### config.mk
export PLATFORM = sky130hd
export DESIGN_NAME = decimal_string_to_integer
export DESIGN_NICKNAME = d
export VERILOG_FILES = /design/src/rtl/dsi_pkg.sv /design/src/rtl/dsi_step.sv /design/src/rtl/decimal_string_to_integer.sv
export SDC_FILE = /design/constraint.sdc
export NUM_CORES = 1
export LEC_CHECK = 0
export BUFFER_PORTS_ARGS = -buffer_cell sky130_fd_sc_hd__buf_2
export CAP_MARGIN = 15
export CORE_ASPECT_RATIO = 1.25
export CORE_UTILIZATION = 45
export DETAILED_ROUTE_END_ITERATION = 6
export GPL_ROUTABILITY_DRIVEN = 0
export SETUP_SLACK_MARGIN = 0.1
export SYNTH_ARGS = -nofsm -noshare
export SYNTH_HDL_FRONTEND = slang
export SYNTH_HIERARCHICAL = 1
export SYNTH_SLANG_ARGS = --single-unit
### constraint.sdc
create_clock -name clk -period 5.8 [get_ports clk]
set_input_delay 1.16 -clock clk [delete_from_list [all_inputs] [get_ports clk]]
set_output_delay 1.16 -clock clk [all_outputs]
set_load 0.01 [all_outputs]
### src/rtl/dsi_pkg.sv
// Package for the decimal string to integer converter.
// Holds character codes, register indexes and the shared parse types.
// No dependencies.
`default_nettype none

package dsi_pkg;

  // Character codes
  localparam logic [7:0] CH_NUL   = 8'h00;
  localparam logic [7:0] CH_ZERO  = 8'h30;
  localparam logic [7:0] CH_NINE  = 8'h39;
  localparam logic [7:0] CH_MINUS = 8'h2D;

  // Width of the result value field and of the channel words
  localparam int unsigned VALUE_OUT_W = 64;
  localparam int unsigned CHAR_W      = 8;
  localparam int unsigned CFG_IDX_W   = 8;
  localparam int unsigned CFG_DATA_W  = 8;

  // Configuration register indexes
  typedef enum logic [CFG_IDX_W-1:0] {
    CFG_SIGNED_MODE = 8'd0,
    CFG_PERMISSIVE  = 8'd1
  } cfg_idx_t;

  // Configuration settings seen by the parser
  typedef struct packed {
    logic signed_mode;
    logic permissive;
  } cfg_t;

  // Parse flags kept between bytes
  typedef struct packed {
    logic negative;
    logic at_start;
    logic digit_seen;
    logic stopped;
    logic failed;
  } parse_flags_t;

  localparam parse_flags_t FLAGS_CLEAR = '{
    negative:   1'b0,
    at_start:   1'b1,
    digit_seen: 1'b0,
    stopped:    1'b0,
    failed:     1'b0
  };

  // One result beat
  typedef struct packed {
    logic [VALUE_OUT_W-1:0] value;
    logic                   valid_res;
  } result_t;

endpackage

`default_nettype wire

### src/rtl/dsi_step.sv
// Per-byte parse step: next accumulator and flags, and the result on a terminator.
// Purely combinational; depends on dsi_pkg.
`default_nettype none

module dsi_step #(
  parameter int unsigned VALUE_WIDTH = 64
) (
  input  wire logic [dsi_pkg::CHAR_W-1:0] ch,
  input  wire dsi_pkg::cfg_t              cfg,
  input  wire dsi_pkg::parse_flags_t      flags,
  input  wire logic [VALUE_WIDTH-1:0]     acc,
  output dsi_pkg::parse_flags_t           flags_nxt,
  output logic [VALUE_WIDTH-1:0]          acc_nxt,
  output logic                            term,
  output dsi_pkg::result_t                result
);

  logic [3:0]                 digit;
  logic                       is_digit;
  logic [VALUE_WIDTH-1:0]     acc_x8;
  logic [VALUE_WIDTH-1:0]     acc_x2;
  logic [VALUE_WIDTH-1:0]     acc_dec;
  logic [VALUE_WIDTH-1:0]     signed_v;
  logic                       ok;

  // Decode the byte and form acc*10 + digit as two shifts and two adds
  always_comb begin
    digit    = 4'(ch - dsi_pkg::CH_ZERO);
    is_digit = (ch >= dsi_pkg::CH_ZERO) && (ch <= dsi_pkg::CH_NINE);
    acc_x8   = {acc[VALUE_WIDTH-4:0], 3'b000};
    acc_x2   = {acc[VALUE_WIDTH-2:0], 1'b0};
    acc_dec  = acc_x8 + acc_x2 + VALUE_WIDTH'(digit);
    term     = (ch == dsi_pkg::CH_NUL);
  end

  // Build the result from the state before the terminator
  always_comb begin
    ok       = flags.digit_seen && !flags.failed;
    signed_v = flags.negative ? ('0 - acc) : acc;
    result.value     = '0;
    result.valid_res = ok;
    if (ok) begin
      result.value[VALUE_WIDTH-1:0] = signed_v;
    end
  end

  // Advance the parse state
  always_comb begin
    flags_nxt = flags;
    acc_nxt   = acc;
    if (term) begin
      flags_nxt = dsi_pkg::FLAGS_CLEAR;
      acc_nxt   = '0;
    end else if (flags.failed || flags.stopped) begin
      // drop bytes until the terminator
    end else if (flags.at_start && (ch == dsi_pkg::CH_MINUS) && cfg.signed_mode) begin
      flags_nxt.negative = 1'b1;
      flags_nxt.at_start = 1'b0;
    end else begin
      flags_nxt.at_start = 1'b0;
      if (is_digit) begin
        acc_nxt              = acc_dec;
        flags_nxt.digit_seen = 1'b1;
      end else if (cfg.permissive && flags.digit_seen) begin
        flags_nxt.stopped = 1'b1;
      end else begin
        flags_nxt.failed = 1'b1;
      end
    end
  end

endmodule

`default_nettype wire

### src/rtl/decimal_string_to_integer.sv
// Top level of the streaming decimal string to integer converter.
// Parse state registers, configuration registers and a two-deep result buffer.
// Depends on dsi_pkg and dsi_step.
//
//   channel | direction | handshake              | payload
//   --------+-----------+------------------------+------------------------------
//   in_     | sink      | in_tvalid / in_tready  | tdata: char_code[7:0]
//   out_    | source    | out_tvalid / out_tready| tdata: value[63:0]; tuser: valid_res
//   cfg_    | sink      | cfg_valid / cfg_ready  | cfg_index[7:0], cfg_data[7:0] (bit 0)
//
// One byte is taken every cycle while in_tready is high; the multiply-by-ten add
// updates the accumulator register in the cycle the byte is accepted. The result
// of a terminator goes to the output register, or to the skid register while the
// output is held, so input flows while a result waits; in_tready drops only when
// both hold results. rst_n is synchronous, active low; cfg_ready is always high.
`default_nettype none

module decimal_string_to_integer #(
  parameter int unsigned VALUE_WIDTH = 64
) (
  input  wire logic                             clk,
  input  wire logic                             rst_n,
  // tdata: char_code[7:0]
  input  wire logic [dsi_pkg::CHAR_W-1:0]       in_tdata,
  input  wire logic                             in_tvalid,
  output logic                                  in_tready,
  // tdata: value[63:0]
  output logic [dsi_pkg::VALUE_OUT_W-1:0]       out_tdata,
  // tuser: valid_res[0]
  output logic [0:0]                            out_tuser,
  output logic                                  out_tvalid,
  input  wire logic                             out_tready,
  input  wire logic [dsi_pkg::CFG_IDX_W-1:0]    cfg_index,
  input  wire logic [dsi_pkg::CFG_DATA_W-1:0]   cfg_data,
  input  wire logic                             cfg_valid,
  output logic                                  cfg_ready
);

  dsi_pkg::cfg_t         cfg_r;
  dsi_pkg::parse_flags_t flags_r;
  dsi_pkg::parse_flags_t flags_nxt;
  logic [VALUE_WIDTH-1:0] acc_r;
  logic [VALUE_WIDTH-1:0] acc_nxt;
  logic                   term;
  dsi_pkg::result_t       result;

  dsi_pkg::result_t out_r;
  logic             out_valid_r;
  dsi_pkg::result_t skid_r;
  logic             skid_valid_r;

  logic in_beat;
  logic push;
  logic pop;

  assign cfg_ready = 1'b1;
  assign in_tready = !skid_valid_r;
  assign in_beat   = in_tvalid && in_tready;
  assign push      = in_beat && term;
  assign pop       = out_valid_r && out_tready;

  assign out_tvalid   = out_valid_r;
  assign out_tdata    = out_r.value;
  assign out_tuser[0] = out_r.valid_res;

  dsi_step #(
    .VALUE_WIDTH(VALUE_WIDTH)
  ) u_step (
    .ch        (in_tdata),
    .cfg       (cfg_r),
    .flags     (flags_r),
    .acc       (acc_r),
    .flags_nxt (flags_nxt),
    .acc_nxt   (acc_nxt),
    .term      (term),
    .result    (result)
  );

  // Write configuration registers; unknown indexes are dropped
  always_ff @(posedge clk) begin
    if (!rst_n) begin
      cfg_r.signed_mode <= 1'b1;
      cfg_r.permissive  <= 1'b0;
    end else if (cfg_valid && cfg_ready) begin
      case (cfg_index)
        dsi_pkg::CFG_SIGNED_MODE: cfg_r.signed_mode <= cfg_data[0];
        dsi_pkg::CFG_PERMISSIVE:  cfg_r.permissive  <= cfg_data[0];
        default: ;
      endcase
    end
  end

  // Advance parse state on each accepted byte
  always_ff @(posedge clk) begin
    if (!rst_n) begin
      flags_r <= dsi_pkg::FLAGS_CLEAR;
      acc_r   <= '0;
    end else if (in_beat) begin
      flags_r <= flags_nxt;
      acc_r   <= acc_nxt;
    end
  end

  // Result buffer control: output register first, skid when it is stalled
  always_ff @(posedge clk) begin
    if (!rst_n) begin
      out_valid_r  <= 1'b0;
      skid_valid_r <= 1'b0;
    end else if (!out_valid_r || pop) begin
      if (skid_valid_r) begin
        out_valid_r  <= 1'b1;
        skid_valid_r <= 1'b0;
      end else begin
        out_valid_r <= push;
      end
    end else if (push) begin
      skid_valid_r <= 1'b1;
    end
  end

  // Result buffer payload
  always_ff @(posedge clk) begin
    if (!out_valid_r || pop) begin
      if (skid_valid_r) begin
        out_r <= skid_r;
      end else if (push) begin
        out_r <= result;
      end
    end else if (push) begin
      skid_r <= result;
    end
  end

  // The skid register is only filled behind a held output
  a_skid_behind_out : assert property (@(posedge clk) disable iff (!rst_n)
    skid_valid_r |-> out_valid_r)
    else $error("skid register holds a result while output register is empty");

  // A failed parse always reports a zero value
  a_invalid_zero : assert property (@(posedge clk) disable iff (!rst_n)
    (out_valid_r && !out_r.valid_res) |-> (out_r.value == '0))
    else $error("invalid result carries a nonzero value");

  // A terminator clears the parse state for the next string
  a_term_clears : assert property (@(posedge clk) disable iff (!rst_n)
    push |=> (flags_r == dsi_pkg::FLAGS_CLEAR) && (acc_r == '0))
    else $error("parse state not cleared after terminator");

  // A terminator beat always lands in the buffer by the next cycle
  a_push_lands : assert property (@(posedge clk) disable iff (!rst_n)
    push |=> out_valid_r)
    else $error("result of terminator beat lost");

endmodule

`default_nettype wire
After elaboration in Yosys (flattened, before gate mapping)
Cells that the tools add are included.
{ "word_totals": {"ff_bits": 203, "in_bits": 29, "output_inout_bits": 68, "word_cells": 74} }
{ "classes": {"mux": 17, "eq_ne": 6, "reduce_logical": 29, "addsub": 4, "n_bitwise": 2, "n_lt_le_gt_ge": 2} }
{ "ops": {"columns": ["op", "n"], "rows": [
  ["64-bit two-way mux", 6],
  ["65-bit two-way mux", 2],
  ["64-bit by 4-bit adder with 64-bit output", 1],
  ["64-bit adder", 1],
  ["1-bit by 64-bit subtractor with 64-bit output, first input constant", 1],
  ["8-bit zero test", 2],
  ["5-bit two-way mux", 2],
  ["2-bit AND reduction", 5],
  ["5-bit AND reduction", 2],
  ["8-bit by 1-bit equality test with 1-bit output, second input constant", 1],
  ["8-bit by 6-bit equality test with 1-bit output, second input constant", 1],
  ["8-bit by 6-bit >= comparator with 1-bit output, second input constant", 1],
  ["8-bit by 6-bit <= comparator with 1-bit output, second input constant", 1],
  ["1-bit logical AND", 8],
  ["2-bit inequality test, second input constant", 4],
  ["2-bit nonzero test", 4],
  ["1-bit two-way mux", 5],
  ["4-bit AND reduction", 1],
  ["4-bit by 1-bit subtractor with 4-bit output, second input constant", 1],
  ["1-bit zero test", 3],
  ["3-bit two-way mux", 1],
  ["3-bit AND reduction", 1],
  ["1-bit logical OR", 2],
  ["2-bit two-way mux", 1],
  ["2 further kinds", 3]
]} }

Depth between registers and ports, before layout
{ "depth": {"word_depth": 6, "mapped_depth": 15, "mapped_depth_nobuf": 15} }

Cells and area by module
The synthesis kept the hierarchy.
{ "modules_own_cells": {"columns": ["module", "cells_per_inst", "area_per_inst_um2", "seq_area_each_um2", "n_inst"], "rows": [
  ["decimal_string_to_integer", 530, 7424.6, 5365.1, 1],
  ["dsi_step", 1095, 7088.0, 0.0, 1]
]} }

Least setup slack after synthesis
OpenSTA, ideal clock, no wires.
{ "synth_path": {"path_type": "in2reg", "from": "input in_tdata[0] (netlist name)", "to": "register out_r (netlist bit out_tdata[0]) (enable)", "cell_stages": 6, "path_slack_ns": 0.398, "arrival_time_ns": 4.914, "setup_time_ns": 0.488, "n_path_buf": 1, "required_time_ns": 5.312, "cell_sequence": "nor4_1 > nand3_1 > inv_1 > buf_1 > a21oi_1 > nor2_1"} }
{ "synth_via": {"elab_chain_len": 4} }
{ "synth_rtl": {"columns": ["element", "line", "text"], "rows": [
  ["start: declaration", "decimal_string_to_integer.sv:24", "input wire logic [dsi_pkg::CHAR_W-1:0] in_tdata,"],
  ["8-bit zero test", "dsi_step.sv:33", "term = (ch == dsi_pkg::CH_NUL);"],
  ["named net term", "decimal_string_to_integer.sv:44", "logic term;"],
  ["1-bit logical AND", "decimal_string_to_integer.sv:59", "assign push = in_beat && term;"],
  ["2-bit nonzero test (no line)", null, null],
  ["2-bit AND reduction (no line)", null, null],
  ["end signal: assignment", "decimal_string_to_integer.sv:125", "out_r <= skid_r;"],
  ["end signal: assignment", "decimal_string_to_integer.sv:127", "out_r <= result;"],
  ["end: declaration", "decimal_string_to_integer.sv:47", "dsi_pkg::result_t out_r;"]
]} }
The timed path passes the listed nets, and every way through them passes these cells.
A chain may end at the register's enable or synchronous reset.

Worst setup path in the final report
{ "layout_path": {"from": "input in_tdata[3] (netlist name)", "to": "register acc_r[38]"} }
{ "layout_via": {"elab_chain_len": 6, "word_cells_on_any_way": 17, "classes_between": "2 x add/sub; 2 x order compare; 3 x eq/ne; 4 x mux; 6 x reduce/logical"} }
{ "layout_rtl": {"columns": ["element", "line", "text"], "rows": [
  ["4-bit by 1-bit subtractor with 4-bit output", "dsi_step.sv:28", "digit = 4'(ch - dsi_pkg::CH_ZERO);"],
  ["64-bit by 4-bit adder with 64-bit output", "dsi_step.sv:32", "acc_dec = acc_x8 + acc_x2 + VALUE_WIDTH'(digit);"],
  ["64-bit two-way mux", "dsi_step.sv:61", "if (is_digit) begin"],
  ["64-bit two-way mux", "dsi_step.sv:56", "end else if (flags.at_start && (ch == dsi_pkg::CH_MINUS) && cfg.signed_mode) begin"],
  ["64-bit two-way mux", "dsi_step.sv:54", "end else if (flags.failed || flags.stopped) begin"],
  ["64-bit two-way mux (*)", "dsi_step.sv:51", "if (term) begin"],
  ["named net acc_nxt[38]", "decimal_string_to_integer.sv:43", "logic [VALUE_WIDTH-1:0] acc_nxt;"],
  ["end signal: assignment", "decimal_string_to_integer.sv:100", "acc_r <= acc_nxt;"],
  ["end: declaration", "decimal_string_to_integer.sv:42", "logic [VALUE_WIDTH-1:0] acc_r;"]
]} }
The timed path passes the listed nets; every way through them passes the cells marked *. The select of a mux whose other input is x is not followed.

==> reports/metrics.yaml <==
cts:
  cts_hold_buf: 0
  clockRootBuffer: "clkbuf_16"
  cts_tree: "built"
  h-tree-depth: 1
  clk_path_buf_depth: 3
  cts-buffers-inserted: 22
  clk_latency_ns: 0.52
  path_clk_slew_ns: 0.06
  cts_resized: 0
  clock_sinks: 203
  postCtsSetupBuffers: 0
power:
  p_seq_share_pct: 51.2
  p_leak_uw: 0.00646
  internal-power_uw: 2320
  ir_worst_vdd_v: 0.000183
  p_clk_share_pct: 46.0
  pwr-share-comb_pct: 2.8
  p_total_uw: 2980
  switchingPower_uw: 654
  p_per_area_nw_per_um2: 187
  swShare_pct: 22.0
global_route:
  grt_use_total_pct: 21.8
  grt_pass1_vias: 11100
  antenna_found_initial: 0
  grt_pass1_wl_mm: 58.4
  grt_max_degree: 76
  grt_overflow_total: 0
setup_path:
  r2r_slack_ns: 1.66
  required_ns: 6.25
  r2r_start: "acc_r[20]"
  worst_r2r_endpoint: "acc_r[55]"
  startpoint: "in_tdata[3]"
  cp_cell_sequence: "buf_2 -> inv_1 -> fa_1 -> inv_1 -> fa_1 -> a21oi_1 -> o211ai_1 -> o211ai_1 -> a21oi_1 -> o21ai_0 -> a2111oi_0 -> nor4_1 -> or3_1 -> a21oi_1 -> nand2_1 -> a21boi_0"
  ff2ff_path_depth: 13
  cp.arrival_ns: 4.83
  crit_type: "in2reg"
  critPathMaxFanout: 4
  critPathCapture: "acc_r[38]"
  cpPeakStageDelay_ns: 0.84
  cp_common_cell: "a21oi_1"
  critPathCaptureType: "register"
  critical-path-slowest-cell: "a2111oi_0"
  startpoint_type: "input pin"
drt:
  via_per_inst: 5.66
  detail_route.wl_per_cell_um: 17.3
  route.detailed.drc: 0
  drt_iter0_markers: 820
  drtPass1Iterations: 5
  num_vias: 11800
  antenna_left: 0
  drt-total-wl_mm: 36.0
floorplanning:
  placementRows: 73
  io-pin-count: 97
  design.core.area_um2: 31800
  die_h_um: 203
  fp.dieW_um: 163
  start_util_pct: 45.7
  die_area_um2: 33000
run:
  cap_viol_max_count: 0
placement:
  port_buffers: 88
  dp_hpwl_mm: 25.3
  dpl_cell_area_um2: 15200
  dp_slack_ns: 0.888
timing:
  fmax_mhz: 228
  finalMaxSlewViolations: 0
  finalClockSkew_ns: 0.0189
  worst_pin_slew_ns: 1.00
  timing.final.crit_period_ns: 4.38
  hold_viol_final: 0
  setup_tns_ns: 0
  rsz0062_at_grt: "no"
  worst_slack_ns: 1.42
  setup_violations: 0
  slew_headroom_pct: 33.1
  post-route-period-util_pct: 75.5
yosys:
  synth.distinct_cells: 68
  synthArstFlopShare_pct: 0
  synth-main-ff-cell: "edfxtp_1"
  seq_area_frac_synth_pct: 37.0
  yosysWarningCount: 6
  synth-edff-count: 130
  yosys.cell_count.top_type: "nand2_1"
  synth_seq_cells: 203
  synth_top_area_cell: "edfxtp_1"
  synthesis.area_um2: 14500
  avgSynthCellArea_um2: 8.93
  yosys-top-cells-area: "edfxtp_1 27%, ha_1 11%, dfxtp_1 10%"
  synthCells: 1625
  syn-num-nets: 1779
  yosys.area.top_type_share_pct: 26.9
  synth_common_cells: "287 x nand2_1, 130 x edfxtp_1, 129 x nor2_1"
layout:
  drive_gt1_share_pct: 13.1
  antenna_cells: 0
  finish.instance_area_um2: 15900
  fill_cells: 3017
  final_nets: 1811
  syn2layout_area_growth_pct: 9.56
  final_core_util_pct: 50.0
min_path:
  worstHoldStart: "cfg_r[0]"
  hold_path.class: "reg2reg"
run_status:
  status: "finished clean"
==> cell usage in the layout, fill, tap and decap left out, types with 5 or more instances in the layout <==
cell type and instances:
nor2b_1 5, ha_1 123, buf_2 88, a21boi_0 74, nor2_1 128, edfxtp_1 130
o21a_1 7, nand3_1 38, a211oi_1 15, dfxtp_1 71, o41ai_1 10, o21bai_1 23
nor4_1 6, a21oi_1 113, nand4_1 25, buf_4 14, or4_1 10, clkbuf_1 6
xnor2_1 37, a31oi_1 10, nor3_1 19, nand2b_1 7, nand2_1 287, mux2i_1 5
inv_1 31, o31ai_1 24, or3_1 17, o211ai_1 7, a21o_1 29, mux2_2 65
o21ai_0 64, and2_1 5, xor2_1 76, clkbuf_16 23
==> cell families (layout without fill, tap and decap cells) <==
| logic type | count (synthesis) | in the layout | synth area share, % |
|---|---|---|---|
| simple gates | 582 | 582 | 18.0 |
| compound gates | 406 | 406 | 18.4 |
| flops | 203 | 203 | 37.0 |
| fa+ha+maj | 125 | 125 | 10.9 |
| buf+inv | 125 | 173 | 3.53 |
| xor+xnor | 113 | 113 | 6.82 |
| mux | 70 | 70 | 5.39 |
| other cells | 1 | 1 | 0.0258 |
==> power groups by stage <==
stage | combinational, uW | sequential [uW] | clock (uW)
2_1_floorplan | 55.2 | 1550 | 0
6_report | 82.9 | 1520 | 1370
3_5_place_dp | 83.1 | 1560 | 0
5_1_grt | 91.5 | 1520 | 1450
4_1_cts | 83.3 | 1520 | 1410
3_3_place_gp | 82.3 | 1560 | 0
==> stage by stage <==
| step | hold WS [ns] | cells |
|---|---|---|
| global route | 0.501 | 2085 |
| floorplan | 0.442 | 1625 |
| global placement | 0.470 | 2045 |
| CTS | 0.483 | 2085 |
| finish | 0.481 | 2085 |
| detailed placement | 0.469 | 2045 |
==> area by class of cell <==
type	count	area, um^2	area share [%]
Sequential cell	203	5370	33.8
Clock buffer	29	598	3.76
Tap cell	412	515	3.24
Clock inverter	11	98.8	0.622
Timing Repair Buffer	102	546	3.43
Multi-Input combinational cell	1297	8660	54.5
Inverter	31	116	0.732
==> layer usage <==
metal	wire length [um]	share of wire, %	vias to the layer above	track usage (%)
li1	-	-	5946	-
met1	17300	48	5565	30.5
met2	16300	45	250	35.3
met3	1440	4.0	49	1.94
met4	991	2.8	0	7.18
met5	0	0	-	0
==> worst min path at each step <==
stage	endpoint	depth (start not counted)	slack, ns
final	cfg_r[0]	2	0.48
after global placement	cfg_r[0]	2	0.47
after detailed placement	cfg_r[0]	2	0.47
after CTS	cfg_r[0]	2	0.48
after global routing	cfg_r[0]	2	0.50
after floorplan	flags_r[4]	2	0.44
==> registers in the layout, indices dropped and copies added, names as in the netlist <==
signal,cells
out_tuser,1
skid_valid_r,1
out_tvalid,1
out_tdata,64
skid_r,65
flags_r,5
cfg_r,2
acc_r,64
==> worst max-delay path: cells and delay by family <==
| family | cells | cell delay, ns |
|---|---|---|
| adder cells (fa/ha/maj) | 2 | 0.70 |
| AND/OR/NAND/NOR | 3 | 0.51 |
| AO/OA/AOI/OAI | 8 | 2.09 |
| buffers and inverters | 3 | 0.37 |
Note: power is estimated with default switching activity, not from simulation.
